===== config.mk =====
export PLATFORM = sky130hd
export DESIGN_NAME = window_frequency_victim_select_flat
export DESIGN_NICKNAME = d
export VERILOG_FILES = /design/src/design/wfvs_pkg.sv /design/src/design/wfvs_if.sv /design/src/design/window_frequency_victim_select.sv /design/src/flat_wrapper.sv
export VERILOG_INCLUDE_DIRS = /design/src /design/src/design
export SDC_FILE = /design/constraint.sdc
export NUM_CORES = 2
export LEC_CHECK = 0
export ABC_AREA = 0
export BUFFER_PORTS_ARGS = -buffer_cell sky130_fd_sc_hd__buf_2
export CAP_MARGIN = 20
export CORE_ASPECT_RATIO = 1.1
export CORE_MARGIN = 4
export CORE_UTILIZATION = 30
export DETAILED_ROUTE_END_ITERATION = 8
export PLACE_DENSITY_LB_ADDON = 0.25
export SKIP_LAST_GASP = 1
export SLEW_MARGIN = 10
export SYNTH_ARGS = -nofsm -noshare
export SYNTH_HDL_FRONTEND = slang
export SYNTH_SLANG_ARGS = --single-unit

===== constraint.sdc =====
create_clock -name clk -period 16.9 [get_ports clk]
set_input_delay 3.38 -clock clk [delete_from_list [all_inputs] [get_ports clk]]
set_output_delay 3.38 -clock clk [all_outputs]
set_load 0.1 [all_outputs]

===== src/design/window_frequency_victim_select_assert.svh =====
// Assertion macros shared by the window victim selector.
`ifndef WINDOW_FREQUENCY_VICTIM_SELECT_ASSERT_SVH
`define WINDOW_FREQUENCY_VICTIM_SELECT_ASSERT_SVH

// The consequent must hold in the same cycle as the antecedent.
`define WFVS_ASSERT_SAME(label, ante, cons, msg) \
    label: assert property (@(posedge clk) disable iff (!rst_n) (ante) |-> (cons)) \
        else $error(msg);

// The consequent must hold in the cycle after the antecedent.
`define WFVS_ASSERT_NEXT(label, ante, cons, msg) \
    label: assert property (@(posedge clk) disable iff (!rst_n) (ante) |=> (cons)) \
        else $error(msg);

`endif


===== src/design/wfvs_pkg.sv =====
package wfvs_pkg;

    localparam int WINDOW_DEPTH = 64;
    localparam int NUM_SEGMENTS = 64;

    localparam int OP_W   = 2;
    localparam int SEG_W  = 6;
    localparam int LEN_W  = 7;
    localparam int CNT_W  = 7;
    localparam int RING_W = $clog2(WINDOW_DEPTH);
    localparam int FILL_W = $clog2(WINDOW_DEPTH + 1);
    localparam int SIDX_W = $clog2(NUM_SEGMENTS);
    localparam int SCAN_W = $clog2(NUM_SEGMENTS + 1);

    localparam logic [CNT_W-1:0] COUNT_MAX = 7'd127;
    localparam logic [LEN_W-1:0] LEN_RESET = 7'd16;

    localparam logic [OP_W-1:0] OP_REFERENCE = 2'd0;
    localparam logic [OP_W-1:0] OP_RESIDENCY = 2'd1;
    localparam logic [OP_W-1:0] OP_FORGET    = 2'd2;

    typedef struct packed {
        logic [OP_W-1:0]  op;
        logic [SEG_W-1:0] segment_id;
        logic             resident;
    } in_word_t;

    typedef struct packed {
        logic [SEG_W-1:0] victim_id;
        logic             victim_valid;
        logic             victim_is_resident;
        logic [CNT_W-1:0] victim_count;
    } out_word_t;

endpackage


===== src/design/wfvs_if.sv =====
interface wfvs_in_if;
    import wfvs_pkg::*;

    logic     valid;
    logic     ready;
    in_word_t data;

    modport source (output valid, output data, input ready);
    modport sink (input valid, input data, output ready);
endinterface

interface wfvs_out_if;
    import wfvs_pkg::*;

    logic      valid;
    logic      ready;
    out_word_t data;

    modport source (output valid, output data, input ready);
    modport sink (input valid, input data, output ready);
endinterface

interface wfvs_cfg_if;
    import wfvs_pkg::*;

    logic             valid;
    logic             ready;
    logic [LEN_W-1:0] data;

    modport source (output valid, output data, input ready);
    modport sink (input valid, input data, output ready);
endinterface


===== src/design/window_frequency_victim_select.sv =====
// Window frequency victim selector. Each input word (reference, residency update or
// forget of a segment) updates the reference window, per-segment counts or residency
// flags, and then one result word names the eviction victim. Its result is registered
// in the output register when that is free; while an earlier result still waits in
// the output register, the new result waits for it. The next word is accepted in the
// cycle after the result is registered, even if it has not been taken yet. The time
// a word takes is set by the victim search, which reads the per-segment count memory
// one entry per cycle, and by the forget, which compacts the window memory one entry
// per cycle. Counts and residency flags read as zero until first written, so no
// clearing pass follows reset. The window length register may be written at any
// time the block is idle.
`include "window_frequency_victim_select_assert.svh"

module window_frequency_victim_select (
    input  logic        clk,
    input  logic        rst_n,
    wfvs_in_if.sink     req,
    wfvs_out_if.source  rsp,
    wfvs_cfg_if.sink    cfg
);
    import wfvs_pkg::*;

    localparam logic [3:0] S_IDLE      = 4'd0;
    localparam logic [3:0] S_INC_RD    = 4'd1;
    localparam logic [3:0] S_INC_WR    = 4'd2;
    localparam logic [3:0] S_DROP_CHK  = 4'd3;
    localparam logic [3:0] S_DROP_SEG  = 4'd4;
    localparam logic [3:0] S_DROP_WR   = 4'd5;
    localparam logic [3:0] S_FGT       = 4'd6;
    localparam logic [3:0] S_SCAN_INIT = 4'd7;
    localparam logic [3:0] S_SCAN      = 4'd8;
    localparam logic [3:0] S_DONE      = 4'd9;

    localparam logic [FILL_W-1:0] DEPTH_F = FILL_W'(WINDOW_DEPTH);
    localparam logic [SCAN_W-1:0] NSEG_S  = SCAN_W'(NUM_SEGMENTS);

    function automatic logic [RING_W-1:0] ring_index(input logic [RING_W-1:0] base,
                                                     input logic [FILL_W-1:0] off);
        logic [FILL_W:0] sum;
        sum = (FILL_W + 1)'(base) + (FILL_W + 1)'(off);
        if (sum >= (FILL_W + 1)'(WINDOW_DEPTH))
        begin
            sum = sum - (FILL_W + 1)'(WINDOW_DEPTH);
        end
        return RING_W'(sum);
    endfunction

    logic [SEG_W-1:0]  ring_mem [WINDOW_DEPTH];
    logic [CNT_W-1:0]  cnt_mem [NUM_SEGMENTS];
    logic              res_mem [NUM_SEGMENTS];

    logic [3:0]        state_reg, state_next;
    logic [LEN_W-1:0]  len_reg;
    logic [SIDX_W-1:0] seg_reg, seg_next;
    logic [SEG_W-1:0]  segid_reg, segid_next;
    logic [RING_W-1:0] head_reg, head_next;
    logic [FILL_W-1:0] fill_reg, fill_next;
    logic [FILL_W-1:0] r_reg, r_next;
    logic [FILL_W-1:0] kept_reg, kept_next;
    logic [SCAN_W-1:0] s_reg, s_next;
    logic              pend_reg, pend_next;
    logic              found_any_reg, found_any_next;
    logic              found_res_reg, found_res_next;
    logic [SIDX_W-1:0] any_id_reg, any_id_next;
    logic [CNT_W-1:0]  any_cnt_reg, any_cnt_next;
    logic [SIDX_W-1:0] res_id_reg, res_id_next;
    logic [CNT_W-1:0]  res_cnt_reg, res_cnt_next;
    logic              out_valid_reg, out_valid_next;
    out_word_t         out_data_reg, out_data_next;

    logic [NUM_SEGMENTS-1:0] cnt_vld_reg;
    logic [NUM_SEGMENTS-1:0] res_vld_reg;
    logic              cnt_vq_reg;
    logic              res_vq_reg;
    logic [SEG_W-1:0]  ring_rd_reg;
    logic [CNT_W-1:0]  cnt_rd_reg;
    logic              res_rd_reg;
    logic [SIDX_W-1:0] scan_addr_reg;

    logic              ring_we, ring_re;
    logic [RING_W-1:0] ring_waddr, ring_raddr;
    logic [SEG_W-1:0]  ring_wdata;
    logic              cnt_we, cnt_re;
    logic [SIDX_W-1:0] cnt_waddr, cnt_raddr;
    logic [CNT_W-1:0]  cnt_wdata;
    logic              res_we, res_re;
    logic [SIDX_W-1:0] res_waddr, res_raddr;

    logic [FILL_W-1:0] eff_len;
    logic [CNT_W-1:0]  cnt_val;
    logic              res_val;
    logic              req_seg_ok;
    logic              drop_seg_ok;

    assign req.ready = (state_reg == S_IDLE);
    assign cfg.ready = 1'b1;
    assign rsp.valid = out_valid_reg;
    assign rsp.data  = out_data_reg;

    assign cnt_val     = cnt_vq_reg ? cnt_rd_reg : '0;
    assign res_val     = res_vq_reg & res_rd_reg;
    assign req_seg_ok  = int'(req.data.segment_id) < NUM_SEGMENTS;
    assign drop_seg_ok = int'(ring_rd_reg) < NUM_SEGMENTS;

    always_comb
    begin
        if (len_reg < LEN_W'(2))
        begin
            eff_len = FILL_W'(2);
        end
        else if (int'(len_reg) > WINDOW_DEPTH)
        begin
            eff_len = DEPTH_F;
        end
        else
        begin
            eff_len = FILL_W'(len_reg);
        end
    end

    always_comb
    begin
        state_next     = state_reg;
        seg_next       = seg_reg;
        segid_next     = segid_reg;
        head_next      = head_reg;
        fill_next      = fill_reg;
        r_next         = r_reg;
        kept_next      = kept_reg;
        s_next         = s_reg;
        pend_next      = pend_reg;
        found_any_next = found_any_reg;
        found_res_next = found_res_reg;
        any_id_next    = any_id_reg;
        any_cnt_next   = any_cnt_reg;
        res_id_next    = res_id_reg;
        res_cnt_next   = res_cnt_reg;
        out_valid_next = out_valid_reg & ~rsp.ready;
        out_data_next  = out_data_reg;

        ring_we    = 1'b0;
        ring_waddr = '0;
        ring_wdata = '0;
        ring_re    = 1'b0;
        ring_raddr = '0;
        cnt_we     = 1'b0;
        cnt_waddr  = seg_reg;
        cnt_wdata  = '0;
        cnt_re     = 1'b0;
        cnt_raddr  = seg_reg;
        res_we     = 1'b0;
        res_waddr  = SIDX_W'(req.data.segment_id);
        res_re     = 1'b0;
        res_raddr  = SIDX_W'(s_reg);

        case (state_reg)
            S_IDLE:
            begin
                if (req.valid)
                begin
                    seg_next   = SIDX_W'(req.data.segment_id);
                    segid_next = req.data.segment_id;
                    state_next = S_SCAN_INIT;
                    if (req_seg_ok)
                    begin
                        case (req.data.op)
                            OP_REFERENCE:
                            begin
                                state_next = (fill_reg < DEPTH_F) ? S_INC_RD : S_DROP_CHK;
                            end
                            OP_RESIDENCY:
                            begin
                                res_we = 1'b1;
                            end
                            OP_FORGET:
                            begin
                                r_next     = '0;
                                kept_next  = '0;
                                pend_next  = 1'b0;
                                state_next = S_FGT;
                            end
                            default:
                            begin
                                state_next = S_SCAN_INIT;
                            end
                        endcase
                    end
                end
            end

            S_INC_RD:
            begin
                ring_we    = 1'b1;
                ring_waddr = ring_index(head_reg, fill_reg);
                ring_wdata = segid_reg;
                cnt_re     = 1'b1;
                cnt_raddr  = seg_reg;
                fill_next  = fill_reg + FILL_W'(1);
                state_next = S_INC_WR;
            end

            S_INC_WR:
            begin
                cnt_we     = 1'b1;
                cnt_waddr  = seg_reg;
                cnt_wdata  = (cnt_val < COUNT_MAX) ? cnt_val + CNT_W'(1) : cnt_val;
                state_next = S_DROP_CHK;
            end

            S_DROP_CHK:
            begin
                if (fill_reg != '0 && fill_reg >= eff_len)
                begin
                    ring_re    = 1'b1;
                    ring_raddr = head_reg;
                    state_next = S_DROP_SEG;
                end
                else
                begin
                    state_next = S_SCAN_INIT;
                end
            end

            S_DROP_SEG:
            begin
                head_next = ring_index(head_reg, FILL_W'(1));
                fill_next = fill_reg - FILL_W'(1);
                if (drop_seg_ok)
                begin
                    cnt_re     = 1'b1;
                    cnt_raddr  = SIDX_W'(ring_rd_reg);
                    state_next = S_DROP_WR;
                end
                else
                begin
                    state_next = S_SCAN_INIT;
                end
            end

            S_DROP_WR:
            begin
                cnt_we     = 1'b1;
                cnt_waddr  = SIDX_W'(ring_rd_reg);
                cnt_wdata  = (cnt_val != '0) ? cnt_val - CNT_W'(1) : cnt_val;
                state_next = S_SCAN_INIT;
            end

            S_FGT:
            begin
                if (pend_reg && ring_rd_reg != segid_reg)
                begin
                    ring_we    = 1'b1;
                    ring_waddr = ring_index(head_reg, kept_reg);
                    ring_wdata = ring_rd_reg;
                    kept_next  = kept_reg + FILL_W'(1);
                end
                if (r_reg < fill_reg)
                begin
                    ring_re    = 1'b1;
                    ring_raddr = ring_index(head_reg, r_reg);
                    r_next     = r_reg + FILL_W'(1);
                    pend_next  = 1'b1;
                end
                else
                begin
                    pend_next = 1'b0;
                    if (!pend_reg)
                    begin
                        fill_next  = kept_reg;
                        cnt_we     = 1'b1;
                        cnt_waddr  = seg_reg;
                        cnt_wdata  = '0;
                        state_next = S_SCAN_INIT;
                    end
                end
            end

            S_SCAN_INIT:
            begin
                s_next         = '0;
                pend_next      = 1'b0;
                found_any_next = 1'b0;
                found_res_next = 1'b0;
                any_id_next    = '0;
                any_cnt_next   = '0;
                res_id_next    = '0;
                res_cnt_next   = '0;
                state_next     = S_SCAN;
            end

            S_SCAN:
            begin
                if (pend_reg && cnt_val != '0)
                begin
                    if (!found_any_reg)
                    begin
                        found_any_next = 1'b1;
                        any_id_next    = scan_addr_reg;
                        any_cnt_next   = cnt_val;
                    end
                    if (res_val && (!found_res_reg || cnt_val < res_cnt_reg))
                    begin
                        found_res_next = 1'b1;
                        res_id_next    = scan_addr_reg;
                        res_cnt_next   = cnt_val;
                    end
                end
                if (s_reg < NSEG_S)
                begin
                    cnt_re    = 1'b1;
                    cnt_raddr = SIDX_W'(s_reg);
                    res_re    = 1'b1;
                    res_raddr = SIDX_W'(s_reg);
                    s_next    = s_reg + SCAN_W'(1);
                    pend_next = 1'b1;
                end
                else
                begin
                    pend_next = 1'b0;
                    if (!pend_reg)
                    begin
                        state_next = S_DONE;
                    end
                end
            end

            S_DONE:
            begin
                if (!out_valid_reg || rsp.ready)
                begin
                    out_valid_next = 1'b1;
                    if (found_res_reg)
                    begin
                        out_data_next.victim_id          = SEG_W'(res_id_reg);
                        out_data_next.victim_valid       = 1'b1;
                        out_data_next.victim_is_resident = 1'b1;
                        out_data_next.victim_count       = res_cnt_reg;
                    end
                    else if (found_any_reg)
                    begin
                        out_data_next.victim_id          = SEG_W'(any_id_reg);
                        out_data_next.victim_valid       = 1'b1;
                        out_data_next.victim_is_resident = 1'b0;
                        out_data_next.victim_count       = any_cnt_reg;
                    end
                    else
                    begin
                        out_data_next = '0;
                    end
                    state_next = S_IDLE;
                end
            end

            default:
            begin
                state_next = S_IDLE;
            end
        endcase
    end

    always_ff @(posedge clk or negedge rst_n)
    begin
        if (!rst_n)
        begin
            state_reg     <= S_IDLE;
            len_reg       <= LEN_RESET;
            seg_reg       <= '0;
            segid_reg     <= '0;
            head_reg      <= '0;
            fill_reg      <= '0;
            r_reg         <= '0;
            kept_reg      <= '0;
            s_reg         <= '0;
            pend_reg      <= 1'b0;
            found_any_reg <= 1'b0;
            found_res_reg <= 1'b0;
            any_id_reg    <= '0;
            any_cnt_reg   <= '0;
            res_id_reg    <= '0;
            res_cnt_reg   <= '0;
            out_valid_reg <= 1'b0;
            cnt_vld_reg   <= '0;
            res_vld_reg   <= '0;
            cnt_vq_reg    <= 1'b0;
            res_vq_reg    <= 1'b0;
        end
        else
        begin
            state_reg     <= state_next;
            seg_reg       <= seg_next;
            segid_reg     <= segid_next;
            head_reg      <= head_next;
            fill_reg      <= fill_next;
            r_reg         <= r_next;
            kept_reg      <= kept_next;
            s_reg         <= s_next;
            pend_reg      <= pend_next;
            found_any_reg <= found_any_next;
            found_res_reg <= found_res_next;
            any_id_reg    <= any_id_next;
            any_cnt_reg   <= any_cnt_next;
            res_id_reg    <= res_id_next;
            res_cnt_reg   <= res_cnt_next;
            out_valid_reg <= out_valid_next;
            if (cfg.valid)
            begin
                len_reg <= cfg.data;
            end
            if (cnt_we)
            begin
                cnt_vld_reg[cnt_waddr] <= 1'b1;
            end
            if (res_we)
            begin
                res_vld_reg[res_waddr] <= 1'b1;
            end
            if (cnt_re)
            begin
                cnt_vq_reg <= cnt_vld_reg[cnt_raddr];
            end
            if (res_re)
            begin
                res_vq_reg <= res_vld_reg[res_raddr];
            end
        end
    end

    always_ff @(posedge clk)
    begin
        out_data_reg <= out_data_next;
        if (ring_we)
        begin
            ring_mem[ring_waddr] <= ring_wdata;
        end
        if (ring_re)
        begin
            ring_rd_reg <= ring_mem[ring_raddr];
        end
    end

    always_ff @(posedge clk)
    begin
        if (cnt_we)
        begin
            cnt_mem[cnt_waddr] <= cnt_wdata;
        end
        if (cnt_re)
        begin
            cnt_rd_reg    <= cnt_mem[cnt_raddr];
            scan_addr_reg <= cnt_raddr;
        end
    end

    always_ff @(posedge clk)
    begin
        if (res_we)
        begin
            res_mem[res_waddr] <= req.data.resident;
        end
        if (res_re)
        begin
            res_rd_reg <= res_mem[res_raddr];
        end
    end

    // The window never holds more entries than its memory has rows.
    `WFVS_ASSERT_SAME(a_fill_bound, 1'b1, fill_reg <= DEPTH_F, "window fill exceeds depth")
    `WFVS_ASSERT_NEXT(a_busy_after_accept, req.valid && req.ready, !req.ready,
        "input accepted again before the search finished")
    `WFVS_ASSERT_SAME(a_empty_result, rsp.valid && !rsp.data.victim_valid,
        rsp.data.victim_id == '0 && rsp.data.victim_count == '0 &&
        !rsp.data.victim_is_resident, "empty result carries nonzero fields")
    `WFVS_ASSERT_SAME(a_count_matches_valid, rsp.valid,
        rsp.data.victim_valid == (rsp.data.victim_count != '0),
        "victim count disagrees with victim valid")
    // A free output register is loaded as soon as the search is done.
    `WFVS_ASSERT_NEXT(a_result_loaded, state_reg == S_DONE && !out_valid_reg,
        out_valid_reg && state_reg == S_IDLE, "finished result was not registered")

endmodule


===== src/flat_wrapper.sv =====
// flat-port wrapper written by rule: the top's interface ports become plain ports
module window_frequency_victim_select_flat import wfvs_pkg::*;
  (clk, rst_n, req_valid, req_data, req_ready, rsp_valid, rsp_data, rsp_ready, cfg_valid, cfg_data, cfg_ready);
  wfvs_in_if req_i ();
  wfvs_out_if rsp_i ();
  wfvs_cfg_if cfg_i ();
  input  logic clk;
  input  logic rst_n;
  input wire logic [$bits(req_i.valid)-1:0] req_valid;
  input wire logic [$bits(req_i.data)-1:0] req_data;
  output wire logic [$bits(req_i.ready)-1:0] req_ready;
  output wire logic [$bits(rsp_i.valid)-1:0] rsp_valid;
  output wire logic [$bits(rsp_i.data)-1:0] rsp_data;
  input wire logic [$bits(rsp_i.ready)-1:0] rsp_ready;
  input wire logic [$bits(cfg_i.valid)-1:0] cfg_valid;
  input wire logic [$bits(cfg_i.data)-1:0] cfg_data;
  output wire logic [$bits(cfg_i.ready)-1:0] cfg_ready;
  assign req_i.valid = req_valid;
  assign req_i.data = req_data;
  assign req_ready = req_i.ready;
  assign rsp_valid = rsp_i.valid;
  assign rsp_data = rsp_i.data;
  assign rsp_i.ready = rsp_ready;
  assign cfg_i.valid = cfg_valid;
  assign cfg_i.data = cfg_data;
  assign cfg_ready = cfg_i.ready;
  window_frequency_victim_select u_core (.clk(clk), .rst_n(rst_n), .req(req_i), .rsp(rsp_i), .cfg(cfg_i));
endmodule

==> reports/results.tsv <==
stage	metric	value	unit
run_status	status	complete, no violations	
synth	synthXorXnorAreaFrac	0.757	%
synth	ys_ff_latch	1142	
synth	ys_seq_area_share	68.4	%
floorplan	die_h	430	um
clocking	htreeDepth	3	
clocking	postCtsHoldBufs	0	
final_layout	reg.largest.list	u_core.cnt_mem x448, u_core.ring_mem x384	
floorplan	die_w	392	um
detailed_routing	via_count	30500	
synth	synth_common_cells	edfxtp_1, nand2_1, nand3_1	
final_layout	multi_input_area	14400	um2
global_route	grt_pass1_vias	30500	
synth	synth_area_leaders	edfxtp_1, dfrtp_1, nand2_1, nand3_1, mux4_2	
sta	hold_viol_final	0	
final_layout	fin_cells	6014	
synth	syn_inst	3833	
worst_setup_path	crit_required	17470	ps
synth	syn_area_per_cell	12.7	um2
global_route	grt_pass1_wl	201000	um
synth	async_flop_share	18.5	%
sta	rsz0062_at_grt	no	
worst_setup_path	cp_slowest_cell	or4b_1	
sta	clock_skew	73.1	ps
clocking	cts_setup_buffers	0	
power	p_leak	0.0197	uW
final_layout	design_area	54900	um2
synth	synth_top_area_share	57.6	%
place	port_buffers	37	
clocking	cts_root_buffer	clkbuf_16	
sta	min_period	6670	ps
global_route	grt_overflow	0	
sta	setup_ws	10230	ps
final_layout	regMostFlops	u_core.cnt_mem	
power	ir_drop	0.000207	V
place	dp_hpwl	80200	um
detailed_routing	wl_per_cell	22.4	um
power	power_density	182	nW/um2
final_layout	largest_reg_flops	448	
synth	synthesis.area	48600	um2
synth	synth_top_area_cell	edfxtp_1	
clocking	clock_latency	760	ps
synth	synth_edf_count	931	
clocking	cts_sinks	1142	
place	dpl_cell_area	51000	um2
detailed_routing	ant_nets	0	
worst_setup_path	crit_arrival	7240	ps
detailed_routing	vias_per_cell	5.08	
sta	setup_viol	0	
floorplan	boundaryPins	39	
min_path	min_path_type	reg2reg	
final_layout	area_growth	13.0	%
synth	synth_simple_gate_area_share	16.1	%
floorplan	core_area	161000	um2
detailed_routing	drc_errors	0	
global_route	grt_max_degree	156	
clocking	cts_resized	0	
final_layout	drive_gt1_share	12.7	%
detailed_routing	drtPass1Iterations	6	
detailed_routing	totalWireLength	134000	um
sta	max_freq	150	MHz
place	pre_cts_ws	10400	ps
worst_setup_path	end_kind	flip-flop	
synth	yosys_warnings	0	
worst_setup_path	critPathKind	reg2reg	
worst_setup_path	critPathLaunchType	flip-flop	
place	dp.cells	5791	
synth	muxShareOfSynthArea	3.41	%
run	cap_violations	0	
global_route	antenna_found_initial	3	
synth	synthMostInstantiatedCell	edfxtp_1	
sta	holdWs	461	ps
synth	synth_fa_ha_area_share	1.35	%
global_route	grtUsageTotal	15.7	%
synth	yosysUniqueCellTypes	78	
worst_setup_path	slowest_delay	780	ps
synth	synth_top_family_by_area	simple AND/OR/NAND/NOR gates	
worst_setup_path	path_max_fanout	107	
sta	worstMarginPinSlew	1140	ps
sta	fin_tns_setup	0	ps
place	gp_congestion	0.799	
worst_setup_path	rrSetupSlack	10230	ps
clocking	numCtsBuffers	118	
final_layout	ff_latch_area	33200	um2
synth	synth_nets	3904	
final_layout	final_nets	3877	
sta	post-route-period-util	39.5	%
sta	drv_slew	0	
clocking	cts_tree	done	
synth	ys.flop_type	edfxtp_1	
synth	synth_compound_area_share	7.67	%
clocking	cts.clk_slew.worst_paths	60	ps
worst_setup_path	path_cells	or4b_1, nor2_2, a221oi_4, buf_4, inv_6, buf_4, buf_4, nand2_1, and3_1, a311oi_1, a311oi_1, a311oi_1, nor2_1, or3b_1	
clocking	cts_max_path_buffers	3	
detailed_routing	drtIter0Drc	2592	
final_layout	num-fill-cells	15700	
floorplan	fp-row-count	154	
floorplan	dieArea	168000	um2
sta	slew_headroom	24.2	%
floorplan	start_util	30.3	%
## metal layers
layer | up-vias | global-route usage [%] | part of all wire, %
met5 | - | 0 | 0.0097
met4 | 2 | 5.27 | 3.2
met3 | 223 | 2.87 | 5.5
met2 | 808 | 25.4 | 47
met1 | 15400 | 21.2 | 44
li1 | 14100 | - | -
## per-stage QoR
step,util [%],power [uW]
CTS,34.2,10100
global route,34.2,10500
global placement,31.8,7450
floorplan,-,6120
detailed placement,31.8,7470
finish,34.2,9980
## final timing paths
path,cells past startpoint,startpoint,end
min,1,u_core.cnt_vld_reg[25],u_core.cnt_vld_reg[25]
max,14,u_core.state_reg[2],u_core.cnt_rd_reg[1]
max in group asynchronous,3,rst_n,u_core.s_reg[0]
min reg2reg,1,u_core.cnt_vld_reg[25],u_core.cnt_vld_reg[25]
min in group asynchronous,1,rst_n,u_core.len_reg[0]
max reg2reg,14,u_core.state_reg[2],u_core.cnt_rd_reg[1]
## kinds of logic (layout without fill, tap and decap cells)
group,count (synthesis),count (layout)
compound gates,503,503
xor+xnor,42,42
fa+ha+maj,50,50
buf+inv,272,346
flops,1142,1142
mux,104,104
other cells,1,2
simple gates,1719,1719
## placed cells by master (no fill, tap or decap), types with 39 or more instances in the layout
cell	synthesis	final
nand2_1	779	776
nand3_1	291	290
buf_4	4	49
mux4_2	47	47
a311oi_1	104	104
a21oi_1	51	50
and3_1	90	90
or2_2	132	132
a211oi_1	50	50
clkbuf_16	0	119
dfrtp_1	210	209
nor2_1	275	273
edfxtp_1	931	931
o21ai_0	77	75
ha_1	46	46
a31oi_1	40	39
## layout make-up
| type | instances | share of cell area, % |
|---|---|---|
| repair buffers | 89 | 1.14 |
| clock buffers | 163 | 5.86 |
| inverters | 36 | 0.258 |
| well taps | 2106 | 4.80 |
| flip-flops and latches | 1142 | 60.6 |
| clock inverters | 58 | 1.15 |
| multi-input cells | 2419 | 26.2 |
| diodes | 1 | 0.00456 |
## critical path, delay by kind of cell, from the launching register on
family                 cells  cell delay (ps)
buffers and inverters      4             2490
and+or+nand+nor            6             2060
AOI/OAI and AO/OA          4             1040
DFF                        1              590
## power by group
group | leakage [uW] | switching (uW) | internal (uW)
Combinational | 0.00644 | 2570 | 1050
Sequential | 0.0114 | 213 | 3560
Clock | 0.00186 | 1120 | 1470
Note: power is estimated with default switching activity, not from simulation.
